**config.mk**
```make
export PLATFORM = sky130hd
export DESIGN_NAME = hal_scale_unit
export DESIGN_NICKNAME = d
export VERILOG_FILES = /design/src/hdl/hal_pkg.sv /design/src/hdl/hal_scale_unit.sv
export SDC_FILE = /design/constraint.sdc
export NUM_CORES = 1
export LEC_CHECK = 0
export BUFFER_PORTS_ARGS = -buffer_cell sky130_fd_sc_hd__buf_4
export CORE_ASPECT_RATIO = 1.4
export CORE_MARGIN = 3
export CORE_UTILIZATION = 56
export DETAILED_ROUTE_END_ITERATION = 12
export GPL_TIMING_DRIVEN = 0
export PLACE_DENSITY = 0.94
export SLEW_MARGIN = 25
export SYNTH_ARGS = -nofsm -noshare
export SYNTH_HDL_FRONTEND = slang
export SYNTH_SLANG_ARGS = --single-unit
```
**constraint.sdc**
```tcl
create_clock -name vclk -period 10.2
set_input_delay 2.04 -clock vclk [all_inputs]
set_output_delay 2.04 -clock vclk [all_outputs]
set_load 0.02 [all_outputs]
```
**src/hdl/hal_pkg.sv**
```systemverilog
`timescale 1ns / 1ps
// ----------------------------------------------------------------------------
// hal_pkg
// Shared constants and types for the histogram auto-levels block.
// ----------------------------------------------------------------------------
package hal_pkg;

  localparam int NUM_BINS   = 256;
  localparam int COUNT_BITS = 32;
  localparam int IDX_W      = $clog2(NUM_BINS);
  localparam int CNT_W      = IDX_W + 1;
  localparam int TOT_W      = COUNT_BITS + IDX_W;
  localparam int PROD_W     = TOT_W + 12;
  localparam int LEVEL_W    = 8;
  localparam int CHAN_W     = 3;

  typedef logic [TOT_W-1:0]         total_t;
  typedef logic signed [PROD_W-1:0] prod_t;

  typedef enum logic [6:0] {
    S_LOAD  = 7'b0000001,
    S_START = 7'b0000010,
    S_INIT  = 7'b0000100,
    S_CAP   = 7'b0001000,
    S_RD    = 7'b0010000,
    S_MUL   = 7'b0100000,
    S_CMP   = 7'b1000000
  } state_t;

endpackage

```
**src/hdl/hal_scale_unit.sv**
```systemverilog
`timescale 1ns / 1ps
// ----------------------------------------------------------------------------
// hal_scale_unit
// Shared arithmetic unit: r = 1000 * x - y, built from shifts and adds.
// ----------------------------------------------------------------------------
module hal_scale_unit (
  input  hal_pkg::total_t x,
  input  hal_pkg::prod_t  y,
  output hal_pkg::prod_t  r
);
  import hal_pkg::*;

  prod_t xe;

  // 1000 = 1024 - 16 - 8
  always_comb begin
    xe = signed'(PROD_W'(x));
    r  = (xe <<< 10) - (xe <<< 4) - (xe <<< 3) - y;
  end

endmodule

```
==> results of run 1 <==
-- logic make-up after synthesis --
group | share of synthesized area [%]
and+or+nand+nor | 16.6
AOI/OAI and AO/OA | 30.1
xor gates and xnor gates | 12.8
buffers and inverters | 9.29
adders and majority gates | 31.2
-- cell type report --
type                            instances  area, sq um  area share, %
Timing Repair Buffer                  144         1080           14.2
Multi-Input combinational cell        712         5770           75.7
Buffer                                 28          110           1.45
Inverter                              128          480           6.31
Tap cell                              141          176           2.32
-- where the power goes --
group | total, mW | internal [mW] | leakage, nW | switching [mW]
Sequential | 0 | 0 | 0 | 0
Combinational | 1.59 | 0.647 | 3.88 | 0.946
Clock | 0 | 0 | 0 | 0
Total | 1.59 | 0.647 | 3.88 | 0.946
-- placed cells by master, fill, tap and decap left out, types with 4 or more instances in the layout --
master | netlist | layout
nand2b_1 | 6 | 6
and4_1 | 4 | 4
o21bai_1 | 20 | 20
inv_1 | 128 | 128
nor2_1 | 38 | 38
and3_1 | 8 | 8
a31oi_1 | 15 | 15
o21ai_0 | 41 | 41
o31ai_1 | 4 | 4
buf_4 | 1 | 145
ha_1 | 96 | 96
clkbuf_1 | 25 | 25
nand3_1 | 19 | 19
a21o_1 | 46 | 46
fa_1 | 39 | 39
a21oi_1 | 88 | 88
o211ai_1 | 9 | 9
nand2_1 | 53 | 53
and2_1 | 5 | 5
nand4_1 | 22 | 22
nor3_1 | 11 | 11
xnor2_1 | 54 | 54
o21a_1 | 10 | 10
nor2b_1 | 14 | 14
xor2_1 | 39 | 39
-- routing by layer --
metal  share of wire, %  GRT usage [%]  vias to the layer above
met5                  0              0                        -
met4                6.3           16.5                        0
met3                5.8           1.83                       88
met2                 52           56.6                      366
met1                 36           31.1                     3240
li1                   -              -                     3356
-- worst min-delay path by stage --
stage	to	slack, ns
global route	r[0]	4.39
detailed placement	r[0]	4.37
CTS	r[0]	4.37
floorplan	r[0]	4.19
finish	r[0]	4.37
global placement	r[0]	4.37
-- stage by stage --
| step | area, sq um | std cells |
|---|---|---|
| floorplan | 6360 | 868 |
| global placement | 7620 | 1153 |
| detailed placement | 7620 | 1153 |
| CTS | 7620 | 1153 |
| global route | 7620 | 1153 |
| finish | 7620 | 1153 |
==> impl_metrics.toml, run 1 <==
[timing]
rsz0062_at_grt = "false"
fin_crit_sh_pct = 95.2
finalSetupViolCount = 0
final.hold.worst_slack_ns = 4.37
final.min_clock_period_ns = 9.71
tightest_slew_ns = 0.561
relSlewSlack_pct = 62.3
final_max_slew_viol_count = 0
max_clock_freq_mhz = 103
post-route-worst-setup-slack_ns = 0.491
tns_ns = 0
final_hold_viol_count = 0

[critical_path]
cp-start-kind = "primary input"
critPathKind = "in2out"
crit_cells = 23
slowest_stage = "o41a_4"
crit_chain = "buf_4, inv_1, ha_1, nor3b_4, a21oi_2, o21bai_2, a21oi_2, o211ai_2, nand4_2, o41a_4, o31ai_4, a31oi_1, xnor2_1, fa_1, ha_1, clkbuf_1, nand4_1, or4_1, o21ai_1, nor3b_1, o41ai_2, xnor2_1, buf_4"
crit_end = "r[49]"
cp-startpoint = "x[1]"
crit_fanout = 8
cp.buffers_inverters = 4
crit_path_end_kind = "primary output"
worst_ep_arrival_time_ns = 7.67
critPathTopFamily = "compound AO/OA/AOI/OAI gates"
cp_data_required_time_ns = 8.16
max_stage_delay_ns = 0.52

[floorplanning]
die_h_um = 132
die_area_sq_mm = 0.0127
core_area_sq_mm = 0.0110
rows = 45
io_pins = 144
start_util_pct = 57.9
die_w_um = 96.1

[finish]
regArea_sq_um = 0
clockBufferCount = 0
fin_util_pct = 69.4
drive_above_1_share_pct = 16.9
diodes = 0
syn_to_final_growth_pct = 19.8
finish.net_count = 1241
nFlopsAndLatches = 0
nFillCells = 888

[yosys]
synth_most_common_cell = "inv_1"
synth_nets = 1095
syn_avg_cell_area_sq_um = 7.33
synth_area_leader_cell = "ha_1"
synth_area_sq_mm = 0.00636
synth.distinct_cells = 71
synth_common_cells = "inv_1 (128), ha_1 (96), a21oi_1 (88)"
seq_area_frac_synth_pct = 0
synth_area_leaders = "ha_1 (19%), fa_1 (12%), inv_1 (7.6%)"
synth_top_area_share_pct = 18.9
syn-instance-count = 868
yosys_warnings = 0

[place]
place_hpwl_mm = 17.2
place_congestion = 0.974
port_buffers = 144
pre_cts_slack_ns = 0.565

[route]
wl_mm = 19.4
drt_iter0_markers = 403
drt_first_pass_iters = 5
wl_per_cell_um = 16.9
ant_nets = 0
drcViolationCount = 0
vias_per_cell = 6.11
num_vias = 7050

[worst_hold_path]
hp-start = "y[0]"
whs_path_depth = 3
hp-class = "in2out"

[global_route]
antenna_found_initial = 0
grt_max_degree = 10
gr-total-overflow = 0
grt_usage_pct = 29.9
grt_pass1_vias = 7016
grt_pass1_wl_mm = 31.3

[clocking]
hold_buffers = 0
post_cts_buffers = 0
ctsResizeCount = 0

[run_status]
status = "completed"

[power_and_ir_drop]
p_per_area_mw_per_mm2 = 209
leakage_nw = 3.88
finalPower_mw = 1.59
vdd_ir_drop_max_v = 0.000127

[flow_run]
max_cap_viol_count = 0
No activity file was read; power rests on OpenSTA's default activity.
==> inputs of run 2 (changes only) <==
- CORE_ASPECT_RATIO: 1.4 -> 1.25
==> impl_metrics.toml, run 2 (same netlist as run 1, synthesis figures left out) <==
[critical_path]
critPathKind = "in2out"
crit_fanout = 8
cp_data_required_time_ns = 8.16
crit_path_end_kind = "primary output"
worst_ep_arrival_time_ns = 7.66
cp-start-kind = "primary input"

[finish]
clockBufferCount = 0
fin_cells = 1144
fin_area_sq_mm = 0.00760
nFlopsAndLatches = 0
layout_common_cells = "buf_4 (145), inv_1 (128), ha_1 (96)"
final_common_cell = "buf_4"
diodes = 0
drive_above_1_share_pct = 16.9
finish.net_count = 1241
nFillCells = 902
syn_to_final_growth_pct = 19.6
regArea_sq_um = 0

[global_route]
grt_usage_pct = 29.4
antenna_found_initial = 0
grt_max_degree = 10
grt_pass1_wl_mm = 31.4
grt_pass1_vias = 6751
gr-total-overflow = 0

[place]
dpl_cell_area_sq_mm = 0.00760
place_congestion = 0.978
place_hpwl_mm = 17.0
dp_cells = 1144
port_buffers = 144

[timing]
rsz0062_at_grt = "false"
relSlewSlack_pct = 63.4
final.min_clock_period_ns = 9.70
final_max_slew_viol_count = 0
finalSetupViolCount = 0
final.hold.worst_slack_ns = 4.37
tightest_slew_ns = 0.545
tns_ns = 0
max_clock_freq_mhz = 103
fin_crit_sh_pct = 95.1
final_hold_viol_count = 0

[floorplanning]
die_h_um = 125
die_area_sq_mm = 0.0127
die_w_um = 101
start_util_pct = 58.7
io_pins = 144
rows = 42
core_area_sq_mm = 0.0108

[route]
wl_met2_mm = 9.65
num_vias = 6945
ant_nets = 0
drcViolationCount = 0
drt_iter0_markers = 560
met1Wirelength_mm = 7.36
wl_met3_mm = 1.37
top_layer = "met4"
drt_first_pass_iters = 6
vias_per_cell = 6.07
wl_per_cell_um = 16.8
wl_mm = 19.3

[worst_hold_path]
whs_path_depth = 3
hp-start = "y[0]"
hp-class = "in2out"
hold_end = "r[0]"

[flow_run]
max_cap_viol_count = 0

[run_status]
status = "completed"

[clocking]
hold_buffers = 0
ctsResizeCount = 0
post_cts_buffers = 0

[power_and_ir_drop]
leakage_nw = 3.88
finalPower_mw = 1.60
p_per_area_mw_per_mm2 = 210
vdd_ir_drop_max_v = 0.000154
==> run 2: final cells by class <==
| class | count | area [sq um] | area share (%) |
|---|---|---|---|
| Buffer | 28 | 110 | 1.45 |
| Timing Repair Buffer | 144 | 1080 | 14.2 |
| Inverter | 128 | 480 | 6.32 |
| Multi-Input combinational cell | 712 | 5770 | 75.8 |
| Tap cell | 132 | 165 | 2.17 |
==> run 2: power by group <==
part | switching, mW | total, mW | leakage (nW) | internal [mW]
Sequential | 0 | 0 | 0 | 0
Combinational | 0.952 | 1.60 | 3.88 | 0.647
Clock | 0 | 0 | 0 | 0
==> run 2: critical path, stage by stage <==
cell and delay, ns:
buf_4 0.15, inv_1 0.08, ha_1 0.19, nor3b_4 0.33
a21oi_2 0.13, o21bai_2 0.13, a21oi_2 0.10, o211ai_2 0.21
nand4_2 0.18, o41a_4 0.52, o31ai_4 0.35, a31oi_1 0.16
xnor2_1 0.23, fa_1 0.46, ha_1 0.29, clkbuf_1 0.29
nand4_1 0.16, or4_1 0.49, o21ai_1 0.27, nor3b_1 0.41
o41ai_2 0.14, xnor2_1 0.18, buf_4 0.17
==> run 2: per-stage QoR <==
step	utilization, %	worst slack, ns
final	70.2	0.500
after global routing	70.2	0.114
after CTS	70.2	0.557
after detailed placement	70.2	0.592
after global placement	70.2	0.669
after floorplan	-	1.39
==> run 2: routing by layer <==
layer,global-route usage (%),up-vias
met5,0,-
met3,1.56,60
li1,-,3357
met1,35.7,3177
met2,53.4,351
met4,11.3,0
==> run 2: worst max path at each step <==
stage | startpoint | endpoint | depth (start not counted)
global route | x[0] | r[49] | 23
CTS | x[0] | r[49] | 23
global placement | x[0] | r[49] | 23
floorplan | x[7] | r[49] | 21
detailed placement | x[0] | r[49] | 23
finish | x[0] | r[49] | 23
